[config.mk]
export PLATFORM = sky130hd
export DESIGN_NAME = smpp_pdu_field_parser_top
export DESIGN_NICKNAME = d
export VERILOG_FILES = /design/src/hw/rtl/smpp_pkg.sv /design/src/hw/rtl/smpp_pdu_field_parser_top.sv
export SDC_FILE = /design/constraint.sdc
export NUM_CORES = 1
export LEC_CHECK = 0
export BUFFER_PORTS_ARGS = -buffer_cell sky130_fd_sc_hd__buf_2
export CAP_MARGIN = 20
export CORE_ASPECT_RATIO = 0.5
export CORE_UTILIZATION = 63
export DETAILED_ROUTE_END_ITERATION = 8
export MAX_ROUTING_LAYER = met4
export PLACE_DENSITY = 0.88
export REMOVE_ABC_BUFFERS = 1
export SLEW_MARGIN = 20
export SYNTH_ARGS = -nofsm -noshare
export SYNTH_HDL_FRONTEND = slang
export SYNTH_SLANG_ARGS = --single-unit
[constraint.sdc]
create_clock -name clk -period 10.99 [get_ports clk]
set_clock_uncertainty 0.2 [all_clocks]
set_input_delay 1.099 -clock clk [delete_from_list [all_inputs] [get_ports clk]]
set_output_delay 1.099 -clock clk [all_outputs]
set_load 0.02 [all_outputs]
[src/hw/rtl/smpp_pkg.sv]
// Shared types, constants and lookup functions for the SMPP PDU field parser.
package smpp_pkg;

  localparam int ShortMsgMax = 254;
  localparam int HeaderBytes = 16;
  localparam int MaxPduBytes = 4096;

  localparam logic [4:0] TagTrail    = 5'd31;
  localparam logic [4:0] TagSmLen    = 5'd27;
  localparam logic [4:0] TagShortMsg = 5'd28;
  localparam logic [4:0] StepHalt    = 5'd31;

  localparam logic [2:0] StOk      = 3'd0;
  localparam logic [2:0] StBadLen  = 3'd1;
  localparam logic [2:0] StBadSys  = 3'd2;
  localparam logic [2:0] StBadPass = 3'd3;
  localparam logic [2:0] StBadFld  = 3'd4;
  localparam logic [2:0] StBadCmd  = 3'd5;

  localparam logic [2:0] RegSysId      = 3'd0;
  localparam logic [2:0] RegPassword   = 3'd1;
  localparam logic [2:0] RegSysType    = 3'd2;
  localparam logic [2:0] RegAddrRange  = 3'd3;
  localparam logic [2:0] RegSvcType    = 3'd4;
  localparam logic [2:0] RegAddress    = 3'd5;
  localparam logic [2:0] RegTimeString = 3'd6;
  localparam logic [2:0] RegMessageId  = 3'd7;

  typedef enum logic [2:0] {
    LayBind, LayBindRsp, LaySubmit, LayDeliver, LayMsgId, LayNone, LayUnknown
  } layout_t;

  // Map a command id to a body layout.
  function automatic layout_t layout_of(input logic [31:0] cmd);
    layout_t lay;
    case (cmd)
      32'h0000_0001, 32'h0000_0002: lay = LayBind;
      32'h8000_0001, 32'h8000_0002: lay = LayBindRsp;
      32'h0000_0004:                lay = LaySubmit;
      32'h0000_0005:                lay = LayDeliver;
      32'h8000_0004, 32'h8000_0005: lay = LayMsgId;
      32'h8000_0000, 32'h0000_0015, 32'h8000_0015: lay = LayNone;
      default:                      lay = LayUnknown;
    endcase
    return lay;
  endfunction

  // Number of body fields for a layout.
  function automatic logic [4:0] body_len(input layout_t lay);
    logic [4:0] n;
    case (lay)
      LayBind:    n = 5'd7;
      LayBindRsp: n = 5'd1;
      LaySubmit:  n = 5'd18;
      LayDeliver: n = 5'd18;
      LayMsgId:   n = 5'd1;
      default:    n = 5'd0;
    endcase
    return n;
  endfunction

  // Field tag for a body step.
  function automatic logic [4:0] body_tag(input layout_t lay, input logic [4:0] step);
    logic [4:0] t;
    case (lay)
      LayBind:    t = step + 5'd4;
      LayBindRsp: t = 5'd4;
      LaySubmit:  t = step + 5'd11;
      LayDeliver: t = step + 5'd11;
      LayMsgId:   t = 5'd29;
      default:    t = TagTrail;
    endcase
    return t;
  endfunction

  // Error code when a field fails.
  function automatic logic [2:0] fail_code(input layout_t lay, input logic [4:0] tag,
                                           input logic is_str);
    logic [2:0] c;
    case (lay)
      LayBind:    c = (tag == 5'd4) ? StBadSys : ((tag == 5'd5) ? StBadPass : StBadFld);
      LayBindRsp: c = StBadSys;
      LayMsgId:   c = StBadFld;
      default:    c = is_str ? StBadFld : StBadLen;
    endcase
    return c;
  endfunction

endpackage

[src/hw/rtl/smpp_pdu_field_parser_top.sv]
// Top level of the SMPP PDU field parser: byte-wise header and body parsing.
// Takes one PDU byte per cycle while in_stall is low and returns one tagged result
// per byte from a single result register, in the cycle after the byte is accepted.
// A new PDU starts after the byte marked last. String fields are checked against the
// eight length registers, sm_length against SHORT_MSG_MAX; status carries the error
// code, where a length error replaces an earlier one, and is final with pdu_done.
module smpp_pdu_field_parser_top #(
  parameter int SHORT_MSG_MAX = smpp_pkg::ShortMsgMax,
  parameter int MAX_PDU_BYTES = smpp_pkg::MaxPduBytes
) (
  input  logic       clk,
  input  logic       rst,
  input  logic       cfg_we,
  input  logic [2:0] cfg_index,
  input  logic [7:0] cfg_data,
  input  logic       in_valid,
  output logic       in_stall,
  input  logic [7:0] pdu_byte,
  input  logic       last_byte,
  output logic       out_valid,
  input  logic       out_stall,
  output logic [4:0] field_tag,
  output logic [7:0] field_value_byte,
  output logic [7:0] offset_in_field,
  output logic       is_terminator,
  output logic [2:0] status,
  output logic       pdu_done
);

  localparam int CntW = $clog2(MAX_PDU_BYTES + 1);

  logic [7:0] max_reg [8];

  logic [CntW-1:0] byte_count;
  logic [31:0] header_shift, stated_length, command_word;
  logic [4:0]  field_step;
  logic [7:0]  string_length, short_msg_left;
  logic [2:0]  error_code;

  logic [CntW-1:0] byte_count_next;
  logic [31:0] header_shift_next, stated_length_next, command_word_next;
  logic [4:0]  field_step_next;
  logic [7:0]  string_length_next, short_msg_left_next;
  logic [2:0]  error_code_next;

  logic [4:0] tag;
  logic [7:0] off;
  logic       term;

  logic accept;
  assign in_stall = out_valid && out_stall;
  assign accept   = in_valid && !in_stall;

  // Configuration registers.
  always_ff @(posedge clk) begin
    if (rst) begin
      max_reg[smpp_pkg::RegSysId]      <= 8'd15;
      max_reg[smpp_pkg::RegPassword]   <= 8'd8;
      max_reg[smpp_pkg::RegSysType]    <= 8'd12;
      max_reg[smpp_pkg::RegAddrRange]  <= 8'd40;
      max_reg[smpp_pkg::RegSvcType]    <= 8'd5;
      max_reg[smpp_pkg::RegAddress]    <= 8'd20;
      max_reg[smpp_pkg::RegTimeString] <= 8'd16;
      max_reg[smpp_pkg::RegMessageId]  <= 8'd64;
    end else if (cfg_we) begin
      max_reg[cfg_index] <= cfg_data;
    end
  end

  // Parse one byte.
  always_comb begin
    smpp_pkg::layout_t lay;
    logic [4:0] blen, btag, ftag;
    logic       is_str;
    logic [7:0] smax;
    logic [CntW:0] i1;
    logic       in_hdr;

    header_shift_next   = header_shift;
    stated_length_next  = stated_length;
    command_word_next   = command_word;
    field_step_next     = field_step;
    string_length_next  = string_length;
    short_msg_left_next = short_msg_left;
    error_code_next     = error_code;
    tag  = smpp_pkg::TagTrail;
    off  = 8'd0;
    term = 1'b0;
    is_str = 1'b0;
    smax = 8'd0;
    btag = smpp_pkg::TagTrail;
    ftag = smpp_pkg::TagTrail;
    i1 = {1'b0, byte_count} + 1'b1;
    in_hdr = (byte_count < CntW'(smpp_pkg::HeaderBytes));
    lay = smpp_pkg::layout_of(command_word);

    if (in_hdr) begin
      tag = 5'(byte_count[3:2]);
      off = 8'(byte_count[1:0]);
      header_shift_next = {header_shift[23:0], pdu_byte};
      if (byte_count == CntW'(3)) stated_length_next = header_shift_next;
      if (byte_count == CntW'(7)) begin
        command_word_next = header_shift_next;
        lay = smpp_pkg::layout_of(header_shift_next);
        if (error_code == smpp_pkg::StOk && lay == smpp_pkg::LayUnknown)
          error_code_next = smpp_pkg::StBadCmd;
      end
    end
    if ((byte_count >= CntW'(3) && 33'(i1) > {1'b0, stated_length_next}) ||
        byte_count >= CntW'(MAX_PDU_BYTES))
      error_code_next = smpp_pkg::StBadLen;
    byte_count_next = (byte_count < CntW'(MAX_PDU_BYTES)) ? i1[CntW-1:0] : byte_count;

    blen = smpp_pkg::body_len(lay);
    if (!in_hdr) begin
      if (error_code_next != smpp_pkg::StOk && field_step < blen) begin
        field_step_next = smpp_pkg::StepHalt;
        string_length_next = 8'd0;
      end
      if (lay < smpp_pkg::LayNone && field_step_next < blen) begin
        btag = smpp_pkg::body_tag(lay, field_step_next);
        tag = btag;
        off = string_length;
        case (btag)
          5'd4:  begin is_str = 1'b1; smax = max_reg[smpp_pkg::RegSysId]; end
          5'd5:  begin is_str = 1'b1; smax = max_reg[smpp_pkg::RegPassword]; end
          5'd6:  begin is_str = 1'b1; smax = max_reg[smpp_pkg::RegSysType]; end
          5'd10: begin is_str = 1'b1; smax = max_reg[smpp_pkg::RegAddrRange]; end
          5'd11: begin is_str = 1'b1; smax = max_reg[smpp_pkg::RegSvcType]; end
          5'd14, 5'd17: begin is_str = 1'b1; smax = max_reg[smpp_pkg::RegAddress]; end
          5'd21, 5'd22: begin
            is_str = (lay == smpp_pkg::LaySubmit);
            smax = max_reg[smpp_pkg::RegTimeString];
          end
          5'd29: begin is_str = 1'b1; smax = max_reg[smpp_pkg::RegMessageId]; end
          default: begin is_str = 1'b0; smax = 8'd0; end
        endcase
        if (is_str) begin
          if (pdu_byte == 8'd0) begin
            term = 1'b1;
            field_step_next = field_step_next + 5'd1;
            string_length_next = 8'd0;
          end else if ({1'b0, string_length} + 9'd1 > {1'b0, smax}) begin
            error_code_next = smpp_pkg::fail_code(lay, btag, 1'b1);
            field_step_next = smpp_pkg::StepHalt;
            string_length_next = 8'd0;
          end else begin
            string_length_next = string_length + 8'd1;
          end
        end else if (btag == smpp_pkg::TagSmLen) begin
          if (pdu_byte > 8'(SHORT_MSG_MAX)) begin
            error_code_next = smpp_pkg::StBadLen;
            field_step_next = smpp_pkg::StepHalt;
            string_length_next = 8'd0;
          end else begin
            short_msg_left_next = pdu_byte;
            field_step_next = field_step_next + ((pdu_byte == 8'd0) ? 5'd2 : 5'd1);
            string_length_next = 8'd0;
          end
        end else if (btag == smpp_pkg::TagShortMsg) begin
          short_msg_left_next = short_msg_left - 8'd1;
          if (short_msg_left_next == 8'd0) begin
            field_step_next = field_step_next + 5'd1;
            string_length_next = 8'd0;
          end else begin
            string_length_next = string_length + 8'd1;
          end
        end else begin
          field_step_next = field_step_next + 5'd1;
          string_length_next = 8'd0;
        end
      end else begin
        tag = smpp_pkg::TagTrail;
        off = string_length_next;
        if (string_length_next < 8'd255) string_length_next = string_length_next + 8'd1;
      end
    end

    // Close the PDU on the last byte.
    if (last_byte) begin
      if (i1 < (CntW+1)'(smpp_pkg::HeaderBytes)) begin
        error_code_next = smpp_pkg::StBadLen;
      end else if (error_code_next == smpp_pkg::StOk && lay < smpp_pkg::LayNone &&
                   field_step_next < blen) begin
        ftag = smpp_pkg::body_tag(lay, field_step_next);
        error_code_next = smpp_pkg::fail_code(lay, ftag,
          (ftag == 5'd4) || (ftag == 5'd5) || (ftag == 5'd6) || (ftag == 5'd10) ||
          (ftag == 5'd11) || (ftag == 5'd14) || (ftag == 5'd17) || (ftag == 5'd29) ||
          (((ftag == 5'd21) || (ftag == 5'd22)) && lay == smpp_pkg::LaySubmit));
      end
    end
  end

  // Advance parse state and result register.
  always_ff @(posedge clk) begin
    if (rst) begin
      byte_count <= '0;
      header_shift <= '0;
      stated_length <= '0;
      command_word <= '0;
      field_step <= '0;
      string_length <= '0;
      short_msg_left <= '0;
      error_code <= smpp_pkg::StOk;
      out_valid <= 1'b0;
    end else begin
      if (accept) begin
        if (last_byte) begin
          byte_count <= '0;
          header_shift <= '0;
          stated_length <= '0;
          command_word <= '0;
          field_step <= '0;
          string_length <= '0;
          short_msg_left <= '0;
          error_code <= smpp_pkg::StOk;
        end else begin
          byte_count <= byte_count_next;
          header_shift <= header_shift_next;
          stated_length <= stated_length_next;
          command_word <= command_word_next;
          field_step <= field_step_next;
          string_length <= string_length_next;
          short_msg_left <= short_msg_left_next;
          error_code <= error_code_next;
        end
        out_valid <= 1'b1;
      end else if (!out_stall) begin
        out_valid <= 1'b0;
      end
    end
  end

  always_ff @(posedge clk) begin
    if (accept) begin
      field_tag <= tag;
      field_value_byte <= pdu_byte;
      offset_in_field <= off;
      is_terminator <= term;
      status <= error_code_next;
      pdu_done <= last_byte;
    end
  end

  // Checks on the parse state.
  a_err_range: assert property (@(posedge clk) disable iff (rst)
    error_code <= smpp_pkg::StBadCmd) else $error("error code out of range");
  a_last_clears: assert property (@(posedge clk) disable iff (rst)
    accept && last_byte |=> byte_count == '0 && error_code == smpp_pkg::StOk)
    else $error("state not cleared after last byte");
  a_term_nul: assert property (@(posedge clk) disable iff (rst)
    out_valid && is_terminator |-> field_value_byte == 8'd0)
    else $error("terminator on nonzero byte");
  a_hdr_tag: assert property (@(posedge clk) disable iff (rst)
    accept && byte_count < CntW'(smpp_pkg::HeaderBytes) |=> field_tag < 5'd4)
    else $error("header byte mis-tagged");

endmodule
Word-level counts from Yosys, hierarchy flattened --
Memories as Yosys holds them, arrays and structs flattened. Index checks and enable logic that the tools add are counted.
Cells by class: $add $sub $neg 11, magnitude comparators 13, equal/unequal tests 55, multiplexer cells 99, bitwise gates (word level) 2, reduce and logical (&&, ||, !) cells 51
Operators with widths (number):
- $eq A32 B32 Y1 const B | 12
- $mux W32 | 6
- $mux W8 | 23
- $eq A32 B3 Y1 const B | 4
- $mux W5 | 18
- $mux W3 | 25
- $eq A32 B1 Y1 const B | 2
- $eq A32 B2 Y1 const B | 2
- $eq A32 B5 Y1 const B | 2
- $pmux W8 S8 | 1
- $eq A5 B5 Y1 const B | 10
- $mux W24 | 2
- $pmux W5 S4 | 2
- $pmux W3 S6 | 2
- $gt A14 B32 Y1 | 1
- $eq A5 B3 Y1 const B | 6
- $eq A5 B4 Y1 const B | 6
- $mux W13 | 2
- $reduce_or A2 Y1 | 10
- $add A8 B1 Y8 const B | 2
- $logic_not A8 Y1 | 2
- $reduce_or A8 Y1 | 2
- $lt A5 B5 Y1 | 3
- $pmux W5 S3 | 1
- other kinds (40) | 85
Word-level totals: bits in registers 152, RAM bits 64, input bits 25, logic and storage cells 249, memories kept 1
Memories:
- max_reg | depth 8, bits a word 8, read ports 8, clocked after memory_dff 0, write ports 8, line smpp_pdu_field_parser_top.sv:32 | logic [7:0] max_reg [8];

Depth between registers and ports, before layout --
Gate-level depths: netlist of the first run.
word-level depth 51, gate-level depth with buffers 53, mapped depth without buffers 50

Worst setup path before layout of the first run --
No wires, ideal clock.
path type input to register, start input port pdu_byte[3], end register status[2], data pin, library setup time 0.254 ns, data arrival time 9.738 ns, data required time 10.536 ns, slack 0.797 ns, stages on the path 46, buffers on the path 1, cell sequence nor4_1 nand4b_1 or4_1 o31ai_1 nor2_1 nand2b_1 ha_1 a211o_1 a21o_1 a21oi_1 a21o_1 buf_2 nand2_1 nand2b_1 inv_1 ha_1 inv_1 a21oi_1 (+10 left out) o21a_1 o21a_1 o21a_1 o21ai_0 a21oi_1 nor2_1 o21ai_0 a211oi_1 o21ai_0 o211ai_1 inv_1 ha_1 or4_1 a21o_1 o21ba_1 a41oi_2 o21ai_1 a21bo_1
Between the ends: word-level cells in the longest chain between the ends 49
RTL lines:
- start: declaration | line smpp_pdu_field_parser_top.sv:18 | input logic [7:0] pdu_byte,
- branches (longest 48 deep; another with $lt A5 B5 Y1)
- $mux W3 * | line smpp_pdu_field_parser_top.sv:180 | if (last_byte) begin
- named net error_code_next[2] | line smpp_pdu_field_parser_top.sv:44 | logic [2:0] error_code_next;
- end signal: assignment | line smpp_pdu_field_parser_top.sv:240 | status <= error_code_next;
- end: declaration | line smpp_pdu_field_parser_top.sv:26 | output logic [2:0] status,
Mark *: on every way through the listed nets, which the timed path passes. The select of a mux whose other input is x is not followed. A chain may end at the register's enable or synchronous reset.

Worst setup path in the final report of the first run --
start register header_shift[12], end register status[2], data pin
Between the ends: word-level cells in the longest chain between the ends 49
RTL lines:
- start: declaration | line smpp_pdu_field_parser_top.sv:35 | logic [31:0] header_shift, stated_length, command_word;
- start signal: assignment | line smpp_pdu_field_parser_top.sv:219 | header_shift <= header_shift_next;
- branches (longest 48 deep; another with $lt A5 B5 Y1)
- $mux W3 * | line smpp_pdu_field_parser_top.sv:180
- named net error_code_next[2] | line smpp_pdu_field_parser_top.sv:44
Marked as above.

==> results of run 1 <==
## worst max-delay path: cells and delay by family (launching register included)
family | cells | cell delay, ns
AOI/OAI and AO/OA | 26 | 4.99
xor gates and xnor gates | 1 | 0.16
adders and majority gates | 4 | 0.98
buffers and inverters | 5 | 0.75
DFF | 1 | 0.38
muxes | 1 | 0.09
and+or+nand+nor | 10 | 2.73
## worst paths after layout
check                                 startpoint                        endpoint
setup / recovery   header_shift[12]$_SDFFE_PP0P_             status[2]$_DFFE_PP_
hold / removal    stated_length[11]$_SDFFE_PP0P_  stated_length[11]$_SDFFE_PP0P_
setup reg to reg   header_shift[12]$_SDFFE_PP0P_             status[2]$_DFFE_PP_
hold reg to reg   stated_length[11]$_SDFFE_PP0P_  stated_length[11]$_SDFFE_PP0P_
## power by group
| part | switching, uW | internal [uW] | leakage [uW] |
|---|---|---|---|
| Combinational | 76.3 | 29.5 | 0.00326 |
| Clock | 323 | 400 | 0.000327 |
| Sequential | 12.8 | 858 | 0.00189 |
| Total | 412 | 1290 | 0.00548 |
## per-layer routing
layer	global-route usage [%]	part of all wire [%]	up-vias	wire length [um]
met5	-	0	-	0
met1	50.4	41	5797	17100
met3	6.95	9.6	147	4030
met4	16.5	4.0	0	1700
li1	-	-	5556	-
met2	65.6	46	757	19200
## area by class of cell
class,count,share of cell area (%)
Clock buffer,26,3.98
Clock inverter,10,0.693
Timing Repair Buffer,122,5.48
Sequential cell,216,36.2
Tap cell,266,2.30
Multi-Input combinational cell,1119,50.5
Inverter,31,0.805
## cells by family (layout without fill, tap and decap cells)
logic type                 Yosys count  after routing
and+or+nand+nor                    604            604
AOI/OAI and AO/OA                  397            397
buffers and inverters              113            189
DFF                                216            216
adders and majority gates           46             46
muxes                               45             45
xor gates and xnor gates            27             27
## synthesized netlist by cell type, types with 17 or more instances
cell      instances
nor2_1          204
dfxtp_1         126
a21oi_1          96
a22oi_1          96
edfxtp_1         90
nand2_1          80
clkbuf_1         69
and2_1           64
ha_1             45
mux2i_1          41
o21ai_0          39
nand3_1          33
nor4_1           30
nor3_1           28
inv_1            27
nand2b_1         27
or3_1            20
and3_1           19
o211ai_1         17
or2_2            17
## through the flow
step / hold slack, ns / worst slack, ns / power, uW / utilization, %
after global routing: 0.319 / -0.0369 / 1740 / 73.2
final: 0.285 / 0.451 / 1700 / 73.2
after detailed placement: 0.272 / 0.0441 / 988 / 69.3
after floorplan: 0.243 / 0.575 / 938 / -
after CTS: 0.287 / 0.263 / 1690 / 72.7
after global placement: 0.263 / 0.489 / 983 / 69.3
## repair_timing
item	4_1_cts	5_1_grt
endpoints found under the setup margin	0	3
gates resized for setup	0	19
setup buffers	0	1
hold endpoints to repair	0	0
==> Flow_metrics.wiki, run 1 <==
{| class="wikitable"
! Metric !! Value
|-
| Most used flip-flop cell after synthesis || dfxtp_1
|-
| Final instance area || 14400 um^2
|-
| Leakage dissipation || 0.00548 uW
|-
| Syn Inst Count || around 1400
|-
| Main combinational cell family by area after synthesis || simple AND/OR/NAND/NOR gates
|-
| Number of cell rows || 36
|-
| Worst Hold Depth || 2
|-
| Core region area || 19700 um^2
|-
| Endpoints failing setup || 0
|-
| Count of routing violations after the opening detailed-route iteration || 1662
|-
| DPL Wire Length || roughly 30000 um
|-
| Max Cap Violations || 0
|-
| Total Routing Usage GR || 40.4%
|-
| Max Clock Freq || 0.0949 GHz
|-
| Async set or reset register ratio after synthesis || 0%
|-
| Antenna violation net count after detailed routing || 0
|-
| Commonest cells after routing, fill and taps aside || 203 x nor2_1, 124 x dfxtp_1, 96 x a22oi_1
|-
| Mean post-synth cell area || 8.89 um^2
|-
| Die outline area || approximately 21000 um^2
|-
| Cell accounting for the most synthesized area || edfxtp_1
|-
| Sum of negative setup slack || 0 ns
|-
| Max stage delay cell, worst path || or4_4
|-
| Routed via count || about 12000
|-
| Most common library cell in the layout ignoring fill and taps || nor2_1
|-
| Synth Area in Compound Gates || a little over a fifth
|-
| IR drop worst, VDD || approximately 120 uV
|-
| Clock root buffer || clkbuf_16
|-
| Flip-flop and latch area || 5230 um^2
|-
| TritonCTS Sinks || 216
|-
| Instance count after placement with tap cells included || ~1800
|-
| Post-route insts no fill || roughly 1800
|-
| Max FFs per register || 64
|-
| Synth Area in Simple Gates || 24.4%
|-
| Final number of max-transition violations || 0
|-
| Clock insertion delay at the later pin of the skew report || 0.53 ns
|-
| Tightest slew margin relative to the limit || a little under a quarter
|-
| Class of the tightest hold or removal check || flop to flop
|-
| Required time at the endpoint of the critical path || 11.08 ns
|-
| Antenna diode count || 0
|-
| Clock transition time at the flip-flop clock pins of the worst setup and hold paths || 0.07 ns
|-
| H-tree level count || 1
|-
| Xor and xnor area share after synthesis || 1.84%
|-
| Yosys reg bits || roughly 220
|-
| Syn-to-layout area delta || 12.2%
|-
| Fraction of the cycle the final worst path needs || 95.9%
|-
| Worst Path Max Fanout || 9
|-
| Sequential-to-total area share from yosys stat || 40.6%
|-
| Vert. Die Dim || 103 um
|-
| Number of buffers inserted by port buffering || between 50 and 60
|-
| Average wire length per cell after detail routing || 23.5 um
|-
| Global-route wire length before repair || 63000 um
|-
| Number of global-route vias before repair || 11394
|-
| Post-Synthesis Cell Area || about 13000 um^2
|-
| Top cell by count, worst path || a21oi_1
|-
| Top-area cell type share of the netlist area || 21.0%
|-
| Cell types with the largest area share after synthesis || edfxtp_1 21%, dfxtp_1 20%, nor2_1 5.9%
|-
| Register-to-Register Setup Slack || 0.45 ns
|-
| Proportion of layout cells with a drive suffix above 1 || 14.5%
|-
| Status || finished, final reports clean
|-
| Final-report hold violation count || 0
|-
| Adder-Cell Fraction of Synth Area || roughly 4.5%
|-
| Final period demand of the worst path || 10.54 ns
|-
| Fraction of synthesized area in multiplexers || 3.54%
|-
| Initial core utilization || 65.3%
|-
| Number of I/O pins || 53
|-
| Crit-path max cell delay || 0.63 ns
|-
| Hold-fix buffers, CTS || 0
|-
| Drt drc || 0
|-
| Power density cells || approximately 120 nW/um^2
|-
| Transition at the pin with the smallest max-transition slack || 1.15 ns
|-
| Worst setup path class || flop to flop
|-
| Nature of the critical path startpoint || flop
|-
| Total of warnings raised by yosys || 0
|-
| Number of nets in the finished design || 1581
|-
| EDFF count, synth || 90
|-
| Largest net degree at the start of global routing || 97
|-
| Final global-route overflow total || 0
|-
| Weighted congestion at the end of routability-driven global placement || 1.00
|-
| Worst endpoint data arrival time || 10.63 ns
|-
| Yosys cell types || 93
|-
| Sum of routed wire length over all layers || 42100 um
|-
| Multi-input gate area in the final layout || approximately 7300 um^2
|-
| Clock tree from TritonCTS || yes
|-
| # fillers || 1383
|-
| First-pass iteration count of the detailed router || 8
|-
| Worst reg2reg path depth || 47
|-
| Inserted Clock Buffers || 20
|-
| Instance area after placement || 13700 um^2
|-
| Horizontal die dimension || approximately 200 um
|-
| Initial antenna violation count || 0
|-
| CTS max path bufs || 3
|-
| Element type at the critical path end || flop
|-
| Via count normalized by instance count || 6.85
|}
Power figures use the tool's default switching activity.
==> run 2, diff against run 1 <==
PLACE_DENSITY = unset   (was 0.88)
PLACE_DENSITY_LB_ADDON = 0.25   (was unset)
SETUP_SLACK_MARGIN = 0.02   (was unset)
==> run 2 against run 1 <==
Combinational power barely moved. Fmax rose by 1.9%. First-iteration DRC count increased by 3.3%. Hold slack lost 0.0028 ns. Global-route usage fell by 1.2 points. Critical path depth increased by 1. Worst setup slack better by 0.20 ns. Largest cell class unchanged. Clock power decreased by 7.5%. Final cell count shrank 1.3%.
==> Flow_metrics.wiki, run 2 (synthesized netlist as in run 1, its figures left out) <==
{| class="wikitable"
! Metric !! Value
|-
| Antenna diode count || 0 (unchanged)
|-
| Max Clock Freq || 0.0967 GHz (+1.9%)
|-
| Hold slack final || 0.282 ns (-0.00276 ns)
|-
| Hold-fix buffers, CTS || 0 (unchanged)
|-
| First-pass iteration count of the detailed router || 8 (unchanged)
|-
| Number of cell rows || 36 (unchanged)
|-
| TritonCTS Sinks || 216 (unchanged)
|-
| Syn-to-layout area delta || 10.3%
|-
| Average wire length per cell after detail routing || 23.2 um (-1.4%)
|-
| CTS resizes || 0 (unchanged)
|-
| Class of the tightest hold or removal check || flop to flop
|-
| Total Routing Usage GR || 39.2% (-1.2 points)
|-
| Power density cells || 116 nW/um^2 (-1.6%)
|-
| Die outline area || 21100 um^2 (unchanged)
|-
| Status || finished, final reports clean
|-
| Final number of max-transition violations || 0 (unchanged)
|-
| Max stage delay cell, worst path || or4_4
|-
| Number of I/O pins || 53 (unchanged)
|-
| Leakage dissipation || 0.00535 uW (-2.3%)
|-
| Worst endpoint data arrival time || 10.43 ns (-0.20 ns)
|-
| Core region area || 19700 um^2 (unchanged)
|-
| Commonest cells after routing, fill and taps aside || 202 x nor2_1, 126 x dfxtp_1, 96 x a22oi_1
|-
| Initial antenna violation count || 0 (unchanged)
|-
| H-tree level count || 1 (unchanged)
|-
| Crit-path max cell delay || 0.63 ns (about the same)
|-
| Transition at the pin with the smallest max-transition slack || 1.11 ns (-0.0432 ns)
|-
| Weighted congestion at the end of routability-driven global placement || 1.09 (+8.5%)
|-
| Final instance area || 14200 um^2 (-1.7%)
|-
| Initial core utilization || 65.3% (unchanged)
|-
| Post-CTS Repair Setup Buffers || 0 (unchanged)
|-
| IR drop worst, VDD || 121 uV (-2.7%)
|-
| Horizontal die dimension || 204 um (unchanged)
|-
| Via count normalized by instance count || 6.89 (+0.66%)
|-
| Largest net degree at the start of global routing || 97 (unchanged)
|-
| Nature of the critical path startpoint || flop
|-
| Required time at the endpoint of the critical path || 11.07 ns (about the same)
|-
| Proportion of layout cells with a drive suffix above 1 || 12.5% (-2.0 points)
|-
| Clock insertion delay at the later pin of the skew report || 0.53 ns (about the same)
|-
| Multi-input gate area in the final layout || 7280 um^2 (-0.27%)
|-
| Number of global-route vias before repair || 10899 (-4.3%)
|-
| Max FFs per register || 64 (unchanged)
|-
| Number of buffers inserted by port buffering || 52 (unchanged)
|-
| Inserted Clock Buffers || 20 (unchanged)
|-
| Flip-flop and latch area || 5230 um^2 (about the same)
|-
| Max Cap Violations || 0 (unchanged)
|-
| Tightest slew margin relative to the limit || 26.0% (+3.0 points)
|-
| Most common library cell in the layout ignoring fill and taps || nor2_1
|-
| Routed via count || 12172 (-0.69%)
|-
| CTS max path bufs || 3 (unchanged)
|-
| Clock root buffer || clkbuf_16
|-
| Number of nets in the finished design || 1560 (-1.3%)
|-
| Vert. Die Dim || 103 um (unchanged)
|-
| Global-route wire length before repair || 61200 um (-2.8%)
|-
| Top cell by count, worst path || a21oi_1
|-
| Fraction of the cycle the final worst path needs || 94.1% (-1.8 points)
|-
| Count of routing violations after the opening detailed-route iteration || 1717 (+3.3%)
|-
| Antenna violation net count after detailed routing || 0 (unchanged)
|-
| Clock transition time at the flip-flop clock pins of the worst setup and hold paths || 0.07 ns (about the same)
|-
| # fillers || 1489 (+7.7%)
|-
| Instance area after placement || 13500 um^2 (-1.1%)
|-
| DPL Wire Length || 29600 um (-1.6%)
|-
| Element type at the critical path end || flop
|-
| Final global-route overflow total || 0 (unchanged)
|-
| Final-report hold violation count || 0 (unchanged)
|-
| Drt drc || 0 (unchanged)
|-
| Final period demand of the worst path || 10.34 ns (-0.195 ns)
|-
| Clock tree from TritonCTS || yes
|-
| Sum of routed wire length over all layers || 41000 um (-2.7%)
|-
| Endpoints failing setup || 0 (unchanged)
|-
| Worst setup path class || flop to flop
|-
| Worst Path Max Fanout || 8 (-1)
|}
run 2: worst paths after layout:
path	slack [ns]	depth (start not counted)	start	to
setup / recovery	0.65	48	header_shift[13]$_SDFFE_PP0P_	status[2]$_DFFE_PP_
hold / removal	0.28	2	short_msg_left[6]$_SDFFE_PP0P_	short_msg_left[6]$_SDFFE_PP0P_
setup reg to reg	0.65	48	header_shift[13]$_SDFFE_PP0P_	status[2]$_DFFE_PP_
hold reg to reg	0.28	2	short_msg_left[6]$_SDFFE_PP0P_	short_msg_left[6]$_SDFFE_PP0P_
run 2: final cells by class:
class | instances | share of cell area [%]
flip-flops and latches | 216 | 36.8
repair buffers | 101 | 4.47
inverters | 31 | 0.819
multi-input cells | 1119 | 51.3
clock inverters | 4 | 0.264
clock buffers | 29 | 4.04
well taps | 266 | 2.34
run 2: per-stage QoR:
| step | instances | util, % | total power [uW] | setup slack, ns | setup TNS (ns) |
|---|---|---|---|---|---|
| after floorplan | 1366 | - | 938 | 0.575 | 0 |
| after global routing | 1766 | 72.0 | 1690 | -0.0193 | -0.0351 |
| after detailed placement | 1733 | 68.6 | 989 | 0.438 | 0 |
| final | 1766 | 72.0 | 1650 | 0.646 | 0 |
| after CTS | 1766 | 71.7 | 1640 | 0.532 | 0 |
| after global placement | 1731 | 68.5 | 984 | 0.809 | 0 |
run 2: power breakdown:
group | internal, uW | switching (uW) | total, uW
sequential | 859 | 12.4 | 871
clock | 365 | 305 | 669
combinational | 29.2 | 75.6 | 105
run 2: worst max-delay path: cells and delay by family, from the launching register on:
| family | cells | cell delay [ns] |
|---|---|---|
| AOI/OAI and AO/OA | 28 | 4.67 |
| and+or+nand+nor | 11 | 3.04 |
| adders and majority gates | 4 | 1.10 |
| buffers and inverters | 3 | 0.41 |
| DFF | 1 | 0.40 |
| xor gates and xnor gates | 1 | 0.17 |
| muxes | 1 | 0.11 |
run 2: routing by layer:
metal  part of all wire, %  GRT usage (%)
met1                    41           49.0
met2                    47           64.5
met3                   9.4           7.33
met4                   3.1           12.9
met5                     0              -
